<file path="src/rtl/cpt_pkg.sv">
package cpt_pkg;

  localparam int ADC_W = 10;
  localparam int CNT_W = 4;
  localparam int SLOT_W = 3;
  localparam int CFG_IDX_W = 3;
  localparam int FIFO_DEPTH = 4;

  localparam logic [ADC_W-1:0] ADC_SAT = 10'd1023;
  localparam logic [CNT_W-1:0] CNT_MAX = 4'd15;

  localparam logic [ADC_W-1:0] THRESHOLD_RST = 10'd70;
  localparam logic [CNT_W-1:0] MAX_BAD_PEAK_RST = 4'd4;
  localparam logic [CNT_W-1:0] MAX_BAD_CENTRAL_RST = 4'd4;
  localparam logic [CNT_W-1:0] MAX_BAD_LATE_RST = 4'd4;
  localparam logic [CNT_W-1:0] MIN_GOOD_LATE_RST = 4'd2;
  localparam logic [CNT_W-1:0] MAX_GOOD_CENTRAL_RST = 4'd2;

  typedef enum logic [CFG_IDX_W-1:0] {
    CFG_THRESHOLD,
    CFG_MAX_BAD_PEAK,
    CFG_MAX_BAD_CENTRAL,
    CFG_MAX_BAD_LATE,
    CFG_MIN_GOOD_LATE,
    CFG_MAX_GOOD_CENTRAL
  } cfg_idx_t;

  typedef enum logic [2:0] {
    CAT_QUIET,
    CAT_SATURATED,
    CAT_BAD_PLACE,
    CAT_GOOD_CENTRAL,
    CAT_BAD_CENTRAL,
    CAT_GOOD_LATE,
    CAT_BAD_LATE
  } category_t;

  typedef enum logic [2:0] {
    REJ_NONE,
    REJ_BAD_PLACE,
    REJ_BAD_CENTRAL,
    REJ_BAD_LATE,
    REJ_FEW_GOOD_LATE,
    REJ_MANY_GOOD_CENTRAL,
    REJ_NO_EM
  } reject_t;

  typedef struct packed {
    logic [CNT_W-1:0] max_bad_peak;
    logic [CNT_W-1:0] max_bad_central;
    logic [CNT_W-1:0] max_bad_late;
    logic [CNT_W-1:0] min_good_late;
    logic [CNT_W-1:0] max_good_central;
  } limits_t;

  // classified tower, front to back
  typedef struct packed {
    category_t         category;
    logic [SLOT_W-1:0] peak_slot;
    logic              em_active;
    logic              last;
  } cls_t;

endpackage

</file>
<file path="src/rtl/cpt_front.sv">
module cpt_front import cpt_pkg::*; (
  input  logic             clk,
  input  logic             rst,
  input  logic [ADC_W-1:0] threshold,
  input  logic             in_valid,
  output logic             in_ready,
  input  logic [ADC_W-1:0] sample_0,
  input  logic [ADC_W-1:0] sample_1,
  input  logic [ADC_W-1:0] sample_2,
  input  logic [ADC_W-1:0] sample_3,
  input  logic [ADC_W-1:0] sample_4,
  input  logic             is_hadronic,
  input  logic             last_of_event,
  output logic             cls_valid,
  input  logic             cls_ready,
  output cls_t             cls
);

  logic             full;
  logic [ADC_W-1:0] smp [5];
  logic             hadronic;
  logic             last;

  logic [ADC_W-1:0]  peak;
  logic [SLOT_W-1:0] slot;
  logic [ADC_W-1:0]  a, b, c;
  logic              good;

  logic signed [15:0] sa, sb, sc;
  logic signed [15:0] lhs1, rhs1, lhs3, rhs3;

  assign in_ready  = !full || cls_ready;
  assign cls_valid = full;

  always_ff @(posedge clk) begin
    if (rst) begin
      full <= 1'b0;
    end else if (in_ready) begin
      full <= in_valid;
    end
  end

  always_ff @(posedge clk) begin
    if (in_valid && in_ready) begin
      smp[0]   <= sample_0;
      smp[1]   <= sample_1;
      smp[2]   <= sample_2;
      smp[3]   <= sample_3;
      smp[4]   <= sample_4;
      hadronic <= is_hadronic;
      last     <= last_of_event;
    end
  end

  // first maximum wins ties
  always_comb begin
    peak = smp[0];
    slot = '0;
    for (int i = 1; i < 5; i++) begin
      if (smp[i] > peak) begin
        peak = smp[i];
        slot = SLOT_W'(i);
      end
    end
  end

  assign a = (slot == 3'd2) ? smp[1] : smp[2];
  assign b = (slot == 3'd2) ? smp[2] : smp[3];
  assign c = (slot == 3'd2) ? smp[3] : smp[4];

  assign sa = signed'({6'b0, a});
  assign sb = signed'({6'b0, b});
  assign sc = signed'({6'b0, c});

  assign lhs1 = 16'sd5 * (sc - sa);
  assign rhs1 = 16'sd3 * ((sb <<< 1) - sa - sc);
  assign lhs3 = 16'sd5 * (sa + sc - 16'sd64);
  assign rhs3 = 16'sd8 * (sb - 16'sd32);

  assign good = (sc >= sa) && (lhs1 <= rhs1) &&
                ((sb - 16'sd32) <= (sa + sc - 16'sd64)) && (lhs3 <= rhs3);

  always_comb begin
    cls.peak_slot = slot;
    cls.last      = last;
    cls.em_active = !hadronic && (peak >= threshold);
    if (peak < threshold) begin
      cls.category = CAT_QUIET;
    end else if (peak == ADC_SAT) begin
      cls.category = CAT_SATURATED;
    end else if (slot == 3'd2) begin
      cls.category = good ? CAT_GOOD_CENTRAL : CAT_BAD_CENTRAL;
    end else if (slot == 3'd3) begin
      cls.category = good ? CAT_GOOD_LATE : CAT_BAD_LATE;
    end else begin
      cls.category = CAT_BAD_PLACE;
    end
  end

endmodule

</file>
<file path="src/rtl/cpt_queue.sv">
module cpt_queue import cpt_pkg::*; #(
  parameter int Depth = FIFO_DEPTH
) (
  input  logic clk,
  input  logic rst,
  input  logic wr_valid,
  output logic wr_ready,
  input  cls_t wr_data,
  output logic rd_valid,
  input  logic rd_ready,
  output cls_t rd_data
);

  localparam int PW = (Depth > 1) ? $clog2(Depth) : 1;
  localparam int CW = $clog2(Depth + 1);
  localparam logic [PW-1:0] LAST_PTR = PW'(Depth - 1);
  localparam logic [CW-1:0] FULL_CNT = CW'(Depth);

  cls_t          mem [Depth];
  logic [PW-1:0] wptr, rptr;
  logic [CW-1:0] count;
  logic          push, pop;

  assign wr_ready = (count != FULL_CNT);
  assign rd_valid = (count != '0);
  assign rd_data  = mem[rptr];
  assign push     = wr_valid && wr_ready;
  assign pop      = rd_valid && rd_ready;

  always_ff @(posedge clk) begin
    if (push) begin
      mem[wptr] <= wr_data;
    end
  end

  always_ff @(posedge clk) begin
    if (rst) begin
      wptr  <= '0;
      rptr  <= '0;
      count <= '0;
    end else begin
      if (push) begin
        wptr <= (wptr == LAST_PTR) ? '0 : wptr + 1'b1;
      end
      if (pop) begin
        rptr <= (rptr == LAST_PTR) ? '0 : rptr + 1'b1;
      end
      if (push && !pop) begin
        count <= count + 1'b1;
      end else if (pop && !push) begin
        count <= count - 1'b1;
      end
    end
  end

endmodule

</file>
<file path="src/rtl/cpt_back.sv">
module cpt_back import cpt_pkg::*; (
  input  logic              clk,
  input  logic              rst,
  input  limits_t           limits,
  input  logic              cls_valid,
  output logic              cls_ready,
  input  cls_t              cls,
  output logic              out_valid,
  input  logic              out_ready,
  output logic [2:0]        category,
  output logic [SLOT_W-1:0] peak_slot,
  output logic              event_done,
  output logic              event_pass,
  output logic [2:0]        reject_stage
);

  logic [CNT_W-1:0] bad_place_count, bad_central_count, bad_late_count;
  logic [CNT_W-1:0] good_late_count, good_central_count;
  logic             em_seen;

  logic [CNT_W-1:0] bad_place_next, bad_central_next, bad_late_next;
  logic [CNT_W-1:0] good_late_next, good_central_next;
  logic             em_seen_next;
  reject_t          stage;
  logic             pop;

  function automatic logic [CNT_W-1:0] sat_inc(input logic [CNT_W-1:0] v, input logic en);
    sat_inc = (en && v != CNT_MAX) ? v + 1'b1 : v;
  endfunction

  assign cls_ready = !out_valid || out_ready;
  assign pop       = cls_valid && cls_ready;

  always_comb begin
    bad_place_next    = sat_inc(bad_place_count, cls.category == CAT_BAD_PLACE);
    bad_central_next  = sat_inc(bad_central_count, cls.category == CAT_BAD_CENTRAL);
    bad_late_next     = sat_inc(bad_late_count, cls.category == CAT_BAD_LATE);
    good_late_next    = sat_inc(good_late_count, cls.category == CAT_GOOD_LATE);
    good_central_next = sat_inc(good_central_count, cls.category == CAT_GOOD_CENTRAL);
    em_seen_next      = em_seen || cls.em_active;
  end

  // event cuts, first failure reported
  always_comb begin
    if (bad_place_next > limits.max_bad_peak) begin
      stage = REJ_BAD_PLACE;
    end else if (bad_central_next > limits.max_bad_central) begin
      stage = REJ_BAD_CENTRAL;
    end else if (bad_late_next > limits.max_bad_late) begin
      stage = REJ_BAD_LATE;
    end else if (good_late_next < limits.min_good_late) begin
      stage = REJ_FEW_GOOD_LATE;
    end else if (good_central_next > limits.max_good_central) begin
      stage = REJ_MANY_GOOD_CENTRAL;
    end else if (!em_seen_next) begin
      stage = REJ_NO_EM;
    end else begin
      stage = REJ_NONE;
    end
  end

  always_ff @(posedge clk) begin
    if (rst) begin
      bad_place_count    <= '0;
      bad_central_count  <= '0;
      bad_late_count     <= '0;
      good_late_count    <= '0;
      good_central_count <= '0;
      em_seen            <= 1'b0;
      out_valid          <= 1'b0;
    end else begin
      if (cls_ready) begin
        out_valid <= cls_valid;
      end
      if (pop) begin
        if (cls.last) begin
          bad_place_count    <= '0;
          bad_central_count  <= '0;
          bad_late_count     <= '0;
          good_late_count    <= '0;
          good_central_count <= '0;
          em_seen            <= 1'b0;
        end else begin
          bad_place_count    <= bad_place_next;
          bad_central_count  <= bad_central_next;
          bad_late_count     <= bad_late_next;
          good_late_count    <= good_late_next;
          good_central_count <= good_central_next;
          em_seen            <= em_seen_next;
        end
      end
    end
  end

  always_ff @(posedge clk) begin
    if (pop) begin
      category     <= cls.category;
      peak_slot    <= cls.peak_slot;
      event_done   <= cls.last;
      event_pass   <= cls.last && (stage == REJ_NONE);
      reject_stage <= cls.last ? stage : REJ_NONE;
    end
  end

endmodule

</file>
<file path="src/rtl/calorimeter_pulse_timing_classifier.sv">
// Pulse timing classifier for calorimeter trigger towers.
// Input channel (in_valid/in_ready): one tower per transaction, five ADC
// samples around the trigger slice, layer bit and last-of-event mark.
// Output channel (out_valid/out_ready): one result per tower, in order, with
// category, peak slot and, on the closing tower, the event verdict.
// Config channel (cfg_valid/cfg_ready): cfg_index selects the register,
// cfg_data carries the value; always ready, unknown indexes are dropped.
// An accepted tower passes the input stage, the queue and the output register
// in that order. Throughput: one tower per cycle while out_ready does not
// stall the pipe, with the classify stage and the counter update never holding it.
// The queue of FifoDepth entries lets the front keep accepting while the
// receiver stalls; in_ready drops only once the queue and input stage fill.
// Reset clears all per-event counters, empties the pipe and restores the
// default register values.
module calorimeter_pulse_timing_classifier import cpt_pkg::*; #(
  parameter int FifoDepth = FIFO_DEPTH
) (
  input  logic                 clk,
  input  logic                 rst,
  input  logic                 cfg_valid,
  output logic                 cfg_ready,
  input  logic [CFG_IDX_W-1:0] cfg_index,
  input  logic [ADC_W-1:0]     cfg_data,
  input  logic                 in_valid,
  output logic                 in_ready,
  input  logic [ADC_W-1:0]     sample_0,
  input  logic [ADC_W-1:0]     sample_1,
  input  logic [ADC_W-1:0]     sample_2,
  input  logic [ADC_W-1:0]     sample_3,
  input  logic [ADC_W-1:0]     sample_4,
  input  logic                 is_hadronic,
  input  logic                 last_of_event,
  output logic                 out_valid,
  input  logic                 out_ready,
  output logic [2:0]           category,
  output logic [SLOT_W-1:0]    peak_slot,
  output logic                 event_done,
  output logic                 event_pass,
  output logic [2:0]           reject_stage
);

  logic [ADC_W-1:0] threshold;
  limits_t          limits;

  logic cls_valid, cls_ready;
  cls_t cls;
  logic q_valid, q_ready;
  cls_t q_data;

  assign cfg_ready = 1'b1;

  always_ff @(posedge clk) begin
    if (rst) begin
      threshold               <= THRESHOLD_RST;
      limits.max_bad_peak     <= MAX_BAD_PEAK_RST;
      limits.max_bad_central  <= MAX_BAD_CENTRAL_RST;
      limits.max_bad_late     <= MAX_BAD_LATE_RST;
      limits.min_good_late    <= MIN_GOOD_LATE_RST;
      limits.max_good_central <= MAX_GOOD_CENTRAL_RST;
    end else if (cfg_valid && cfg_ready) begin
      case (cfg_idx_t'(cfg_index))
        CFG_THRESHOLD:        threshold <= cfg_data;
        CFG_MAX_BAD_PEAK:     limits.max_bad_peak <= cfg_data[CNT_W-1:0];
        CFG_MAX_BAD_CENTRAL:  limits.max_bad_central <= cfg_data[CNT_W-1:0];
        CFG_MAX_BAD_LATE:     limits.max_bad_late <= cfg_data[CNT_W-1:0];
        CFG_MIN_GOOD_LATE:    limits.min_good_late <= cfg_data[CNT_W-1:0];
        CFG_MAX_GOOD_CENTRAL: limits.max_good_central <= cfg_data[CNT_W-1:0];
        default: ;
      endcase
    end
  end

  cpt_front u_front (
    .clk           (clk),
    .rst           (rst),
    .threshold     (threshold),
    .in_valid      (in_valid),
    .in_ready      (in_ready),
    .sample_0      (sample_0),
    .sample_1      (sample_1),
    .sample_2      (sample_2),
    .sample_3      (sample_3),
    .sample_4      (sample_4),
    .is_hadronic   (is_hadronic),
    .last_of_event (last_of_event),
    .cls_valid     (cls_valid),
    .cls_ready     (cls_ready),
    .cls           (cls)
  );

  cpt_queue #(
    .Depth (FifoDepth)
  ) u_queue (
    .clk      (clk),
    .rst      (rst),
    .wr_valid (cls_valid),
    .wr_ready (cls_ready),
    .wr_data  (cls),
    .rd_valid (q_valid),
    .rd_ready (q_ready),
    .rd_data  (q_data)
  );

  cpt_back u_back (
    .clk          (clk),
    .rst          (rst),
    .limits       (limits),
    .cls_valid    (q_valid),
    .cls_ready    (q_ready),
    .cls          (q_data),
    .out_valid    (out_valid),
    .out_ready    (out_ready),
    .category     (category),
    .peak_slot    (peak_slot),
    .event_done   (event_done),
    .event_pass   (event_pass),
    .reject_stage (reject_stage)
  );

endmodule

</file>
<file path="config.mk">
export PLATFORM = sky130hd
export DESIGN_NAME = calorimeter_pulse_timing_classifier
export DESIGN_NICKNAME = d
export VERILOG_FILES = /design/src/rtl/cpt_pkg.sv /design/src/rtl/cpt_front.sv /design/src/rtl/cpt_queue.sv /design/src/rtl/cpt_back.sv /design/src/rtl/calorimeter_pulse_timing_classifier.sv
export SDC_FILE = /design/constraint.sdc
export NUM_CORES = 1
export LEC_CHECK = 0
export ABC_AREA = 1
export BUFFER_PORTS_ARGS = -buffer_cell sky130_fd_sc_hd__buf_2
export CORE_ASPECT_RATIO = 0.7
export CORE_MARGIN = 5
export CORE_UTILIZATION = 54
export CTS_CLUSTER_SIZE = 8
export DETAILED_ROUTE_END_ITERATION = 7
export PLACE_DENSITY = 0.75
export SYNTH_ARGS = -nofsm -noshare
export SYNTH_HDL_FRONTEND = slang
export SYNTH_HIERARCHICAL = 1
export SYNTH_SLANG_ARGS = --single-unit
</file>
<file path="constraint.sdc">
create_clock -name clk -period 11.65 [get_ports clk]
set_clock_uncertainty 0.15 [all_clocks]
set_input_delay 1.7475 -clock clk [delete_from_list [all_inputs] [get_ports clk]]
set_output_delay 1.7475 -clock clk [all_outputs]
set_load 0.005 [all_outputs]
</file>
After elaboration in Yosys (flattened, before gate mapping)
Memories as Yosys holds them, arrays and structs flattened. A register that Yosys moved wholly into a read port is not among the register bits.
Index checks and enable logic that the tools add are counted.
{"block": "totals", "word_cells": 157, "mem_count": 2, "ff_bits": 73, "out_inout_bits": 14, "ramBits": 82, "inputBits": 70}
{"block": "op_classes", "n_mul": 3, "addsub": 15, "order_cmp": 15, "reduce_logical": 33, "eq_ne": 21, "n_mux": 44}
{"memory": "u_front.smp", "words": 5, "width": 10, "rd": 5, "rd_clocked_by_memory_dff": 0, "wr": 5, "line_no": "cpt_front.sv:20", "source": "logic [ADC_W-1:0] smp [5];"}
{"memory": "u_queue.mem", "words": 4, "width": 8, "rd": 1, "rd_clocked_by_memory_dff": 1, "wr": 1, "line_no": "cpt_queue.sv:19", "source": "cls_t mem [Depth];"}
{"operator": "$mux 10", "count": 7}
{"operator": "$le 16x16->1", "count": 3}
{"operator": "$mux 3", "count": 14}
{"operator": "$gt 10x10->1", "count": 4}
{"operator": "$mux 4", "count": 10}
{"operator": "$mul 4x16->16 const A", "count": 2}
{"operator": "$add 4x1->4 const B", "count": 5}
{"operator": "$ge 10x10->1", "count": 2}
{"operator": "$ne 4x4->1 const B", "count": 5}
{"operator": "$eq 3x2->1 const B", "count": 6}
{"operator": "$gt 4x4->1", "count": 4}
{"operator": "$mul 3x16->16 const A", "count": 1}
{"operator": "$sub 16x11->16", "count": 1}
{"operator": "$sub 16x8->16 const B", "count": 1}
{"operator": "$eq 3x3->1 const B", "count": 5}
{"operator": "$logic_and 1x1->1", "count": 15}
{"operator": "$mux 2", "count": 7}
{"operator": "$reduce_and 2->1", "count": 6}
{"operator": "$sub 11x10->12", "count": 1}
{"operator": "$add 10x10->11", "count": 1}
{"operator": "$sub 10x10->11", "count": 1}
{"operator": "$sub 10x6->11 const B", "count": 1}
{"operator": "$eq 10x10->1 const B", "count": 1}
{"operator": "$lt 10x10->1", "count": 1}
{"operator": "13 further kinds", "count": 27}

Depth between registers and ports, before layout
An unclocked memory read counts as a cell.
{"block": "logic_depth", "word_depth": 23, "mapped_depth": 91, "ltp_nobuf": 86}

By module
The synthesis kept the hierarchy.
{"module": "cpt_front", "area_each_um2": 8524.4, "n_inst": 1, "seq_area_each_um2": 1581.5, "cells_per_inst": 1123}
{"module": "cpt_back", "area_each_um2": 2154.6, "n_inst": 1, "seq_area_each_um2": 770.7, "cells_per_inst": 290}
{"module": "cpt_queue", "area_each_um2": 1696.6, "n_inst": 1, "seq_area_each_um2": 1141.1, "cells_per_inst": 145}
{"module": "calorimeter_pulse_timing_classifier", "area_each_um2": 1249.9, "n_inst": 1, "seq_area_each_um2": 600.6, "cells_per_inst": 184}

Worst setup path after synthesis
OpenSTA, ideal clock, no wires.
{"block": "synth_timing", "kind": "reg-to-reg", "start": "memory u_front.smp[1][9] (netlist: u_front/smp[0][19])", "end": "memory u_queue/mem[0][6] (netlist name), data pin", "setup_ps": 264, "arrival_ps": 11235, "stages_incl_launch_ff": 83, "period_less_slack_ps": 11650, "slack_ps": 0, "n_path_buf": 5, "required_ps": 11236, "path_cell_list": "edfxtp_1 -> ha_1 -> nand2_2 -> inv_1 -> a21oi_1 -> nand3_2 -> nand2_2 -> buf_2 -> buf_2 -> o21ai_0 -> ha_1 -> nand2_1 -> inv_1 -> nand3_1 -> inv_1 -> o21ai_0 -> nor2_1 -> nor2_2 -> [... 47 more ...] -> nand2_1 -> nand2_1 -> nand2_1 -> inv_1 -> nand2_1 -> nand2_1 -> ha_1 -> nand4_1 -> nor3_1 -> nand2_1 -> o211ai_1 -> xnor2_1 -> nand2_1 -> o2111ai_1 -> a21oi_1 -> nand2_1 -> a21boi_0 -> nor2_1"}
{"item": "start: declaration", "line_no": "cpt_front.sv:20"}
{"item": "end: declaration", "line_no": "cpt_queue.sv:19"}

==> results list <==
- Multiplexer area fraction after synthesis: 0.003030
- Synth Area in XOR/XNOR: 0.05060
* Post-synthesis cell area: 0.01363 mm^2
- Fin. Hold Viols: 0
- Residual DRC count: 0
- Main area contributors after synthesis: sky130_fd_sc_hd__ha_1, sky130_fd_sc_hd__edfxtp_1, sky130_fd_sc_hd__nand2_1
- Pre-antenna DRT Iters: 6
- After synthesis, the largest family of logic cells by area is adder cells.
* Max-Slew Margin vs Limit: 0.3919
* Final global-route overflow total: 0
- Number of fillers in the final layout: about 1900
* Post-synthesis to final-layout area growth: 26.23%
* Number of nets in the final layout: 2261
* Crit path required time: 11.79 ns
* Pin count of the biggest net entering global routing: 53
* Crit path max-delay family: simple AND/OR/NAND/NOR gates
- Final Slew Violations: 0
- Number of clock sinks: 157
* Starting density of the core: 0.5507
- After floorplanning, the core was sized to cover roughly 0.025 mm^2.
- STA classifies the critical path endpoint as a flip-flop.
- Total of warnings raised by yosys: 6
* Wire length reported by the detailed router: 38.77 mm
* Share of the cycle needed by the critical path after routing: 1.026
* Number of enable flip-flop cells after synthesis: 95
- Of all nets on the critical path, the largest fanout is 8.
- Via count of the first global-routing pass: roughly 11000
- Number of distinct library cells after synthesis: 57
* Number of H-tree branching levels: 4
- The final route contains 12570 vias.
- Commonest register cell after synthesis: sky130_fd_sc_hd__edfxtp_1
* Total GRT Usage: 0.2444
- Gate Count Post-Synth: 1742
- Clk buf depth: 2
* Width of the chip: 199.9 um
* Standard-cell rows: 48
- Least-Margin Pin Slew: approximately 0.91 ns
- The first global-routing pass estimated ~57 mm of wire.
- Routed length per instance: 16.95 um
- The congestion estimate from routability-driven global placement came to 0.9759.
- The final reports fail on setup timing.
- Measured along the y axis, the die boundary spans 142.9 um.
- The flow ran to the end, but the final reports show violations.
- Vias/cell: 5.496
- Once detail routing completed, the nets flagged for antenna violations numbered 0.
- Number of endpoints failing setup at the final stage: 12
* Critical-path top delay cell: sky130_fd_sc_hd__fa_2
* Async S/R FF share, synth: 0
- For this run, the slowest stage of the critical path takes 0.42 ns.
* Die Outline Area: 0.02856 mm^2
- Type of the worst setup path: reg -> reg
- Fraction of post-synthesis cell area in the top cell type by area: 0.2149
- Buffers inserted during clock tree synthesis total 17.
- After clock tree synthesis, the clock-pin slew on the worst setup and hold paths is 0.07 ns.
* CP Data Arrival Time: around 12 ns
- Most numerous cell types in the synthesized netlist: sky130_fd_sc_hd__nand2_1, sky130_fd_sc_hd__inv_1, sky130_fd_sc_hd__ha_1
- Skew-Pair Late Insertion Delay: 0.43 ns
- sky130_fd_sc_hd__ha_1 takes more of the synthesized area than any other cell.
* Setup repair after global routing missed its margin: true
* Antenna violations before repair: 0
- 84 I/O pins were placed.
- Detailed placement ended at an HPWL of 28.09 mm.
* HP Class: reg -> reg
- Peak clock frequency supported by timing: 83.68 MHz
- The synthesized design contains 157 register bits.
- Nets in the synthesized netlist: between 2000 and 2500
- Layout cells sized above 1: 0.2543
* Clock Tree Root: sky130_fd_sc_hd__clkbuf_16
- Startpoint type of the worst setup path: flip-flop
- Max-cap violations in this run came to 0.
* Post-synthesis average cell area: just under 8 um^2
- Among the stages of the critical path, the cell type that occurs most often is sky130_fd_sc_hd__nand2_1.
- TritonCTS built the clock tree.
* Number of DRC markers after the initial detailed-route iteration: about 1200
* Count of antenna diodes in the layout: 0
- The worst path in the final design needs a cycle of 11.95 ns, including I/O delays and setup.
* Adder and majority gate portion of the synthesized area: 0.2266
- Quantity of I/O buffers inserted on ports: just over 80
- The fraction of the mapped netlist area in compound gates was 0.1217.
- Setup slack on the critical path of the routed design comes to -0.2998 ns.
* Most instantiated library cell after synthesis: sky130_fd_sc_hd__nand2_1
- Together, buffers and inverters on the worst path number 11.
- Register area share after synthesis: 0.3005
- Post-Synth Simple-Gate Area: 0.2017
- Across all hold checks on the routed design, the worst slack comes to around 0.32 ns.
## per-stage QoR
step                instance area [um^2]  setup WS (ns)    util  cells  TNS (ns)
floorplan                          13630      0.0003189       -   1742         0
global placement                   14900        -0.1877  0.6022   2203    -1.345
detailed placement                 14900        -0.4870  0.6022   2203    -5.071
CTS                                15610       0.005808  0.6309   2239         0
global route                       17200        -0.7721  0.6951   2287    -8.735
finish                             17200        -0.2998  0.6951   2287    -3.245
## placed cells by master, fill, tap and decap left out, types with 5 or more instances in the layout
cell and count:
sky130_fd_sc_hd__a21oi_1 95, sky130_fd_sc_hd__a21oi_2 24, sky130_fd_sc_hd__a21oi_4 6, sky130_fd_sc_hd__buf_2 82, sky130_fd_sc_hd__buf_4 112, sky130_fd_sc_hd__buf_6 6, sky130_fd_sc_hd__clkbuf_16 20, sky130_fd_sc_hd__dfxtp_1 62
sky130_fd_sc_hd__edfxtp_1 95, sky130_fd_sc_hd__fa_1 6, sky130_fd_sc_hd__ha_1 200, sky130_fd_sc_hd__ha_4 33, sky130_fd_sc_hd__inv_1 279, sky130_fd_sc_hd__inv_2 23, sky130_fd_sc_hd__inv_8 6, sky130_fd_sc_hd__nand2_1 306
sky130_fd_sc_hd__nand2_2 45, sky130_fd_sc_hd__nand2_4 21, sky130_fd_sc_hd__nand3_1 72, sky130_fd_sc_hd__nand3_2 6, sky130_fd_sc_hd__nand4_1 14, sky130_fd_sc_hd__nor2_1 133, sky130_fd_sc_hd__nor2_2 13, sky130_fd_sc_hd__nor2_4 8
sky130_fd_sc_hd__o21ai_0 49, sky130_fd_sc_hd__o21ai_1 20, sky130_fd_sc_hd__o21ai_2 28, sky130_fd_sc_hd__o21ai_4 7, sky130_fd_sc_hd__o21bai_1 14, sky130_fd_sc_hd__o22ai_1 8, sky130_fd_sc_hd__xnor2_1 21, sky130_fd_sc_hd__xor2_1 48
sky130_fd_sc_hd__xor2_2 5
## what timing repair did
action / CTS / global route
endpoints found under the hold margin: 0 / 0
gates cloned: 1 / 7
gates resized for setup: 31 / 258
setup endpoints to repair: 12 / 12
pin swaps: 3 / 118
buffers inserted: 3 / 41
hold buffers: 0 / 0
## path summary, 6_finish.rpt
check / start / endpoint / slack [ns] / depth (start not counted)
min: u_back/em_seen / u_back/em_seen / 0.32 / 2
max: u_front/smp[0][17] / u_queue/mem[2][5] / -0.30 / 79
min reg2reg: u_back/em_seen / u_back/em_seen / 0.32 / 2
max reg2reg: u_front/smp[0][17] / u_queue/mem[2][5] / -0.30 / 79
## kinds of logic after synthesis
logic type	count (synthesis)
xor+xnor	77
simple gates	640
fa+ha+maj	242
mux	4
other cells	1
compound gates	289
buf+inv	332
flops	157
## worst reg2reg max path: cells and delay by family, from the launching register on
kind / cells / cell delay (ns)
AND/OR/NAND/NOR: 36 / 3.83
AO/OA/AOI/OAI: 20 / 2.86
flip-flops: 1 / 0.41
XOR/XNOR: 3 / 0.43
buffers and inverters: 11 / 1.33
adder cells (fa/ha/maj): 9 / 2.79
## area by class of cell
cell class	instances	area (um^2)	share of cell area
Timing Repair Buffer	209	1494	0.08686
Multi-Input combinational cell	1258	9457	0.5498
Tap cell	325	406.6	0.02364
Inverter	306	1159	0.06736
Sequential cell	157	4094	0.2380
Clock inverter	15	163.9	0.009530
Clock buffer	17	425.4	0.02473
## sequential cells by signal, summed over array words and instances, names as in the netlist, 2 cells and up, named ones only
register	cells
u_back/bad_place_count	4
u_queue/mem	32
u_back/category	3
u_back/good_central_count	4
u_back/reject_stage	3
limits	20
u_back/good_late_count	4
u_back/bad_late_count	4
threshold	10
u_queue/rptr	2
u_queue/count	3
u_front/smp	50
u_queue/wptr	2
u_back/bad_central_count	4
u_back/peak_slot	3
## routing by layer
| metal | up-vias | global-route usage | wire length [um] |
|---|---|---|---|
| met1 | 5802 | 0.3629 | 17520 |
| met2 | 507 | 0.3796 | 17430 |
| met4 | 0 | 0.05109 | 982 |
| met3 | 98 | 0.03797 | 2834 |
| li1 | 6163 | - | - |
| met5 | - | 0 | 0 |
Power is left out: the tool's default activity adds up to more than one toggle a clock period on the data nets, which glitch-free logic cannot reach.
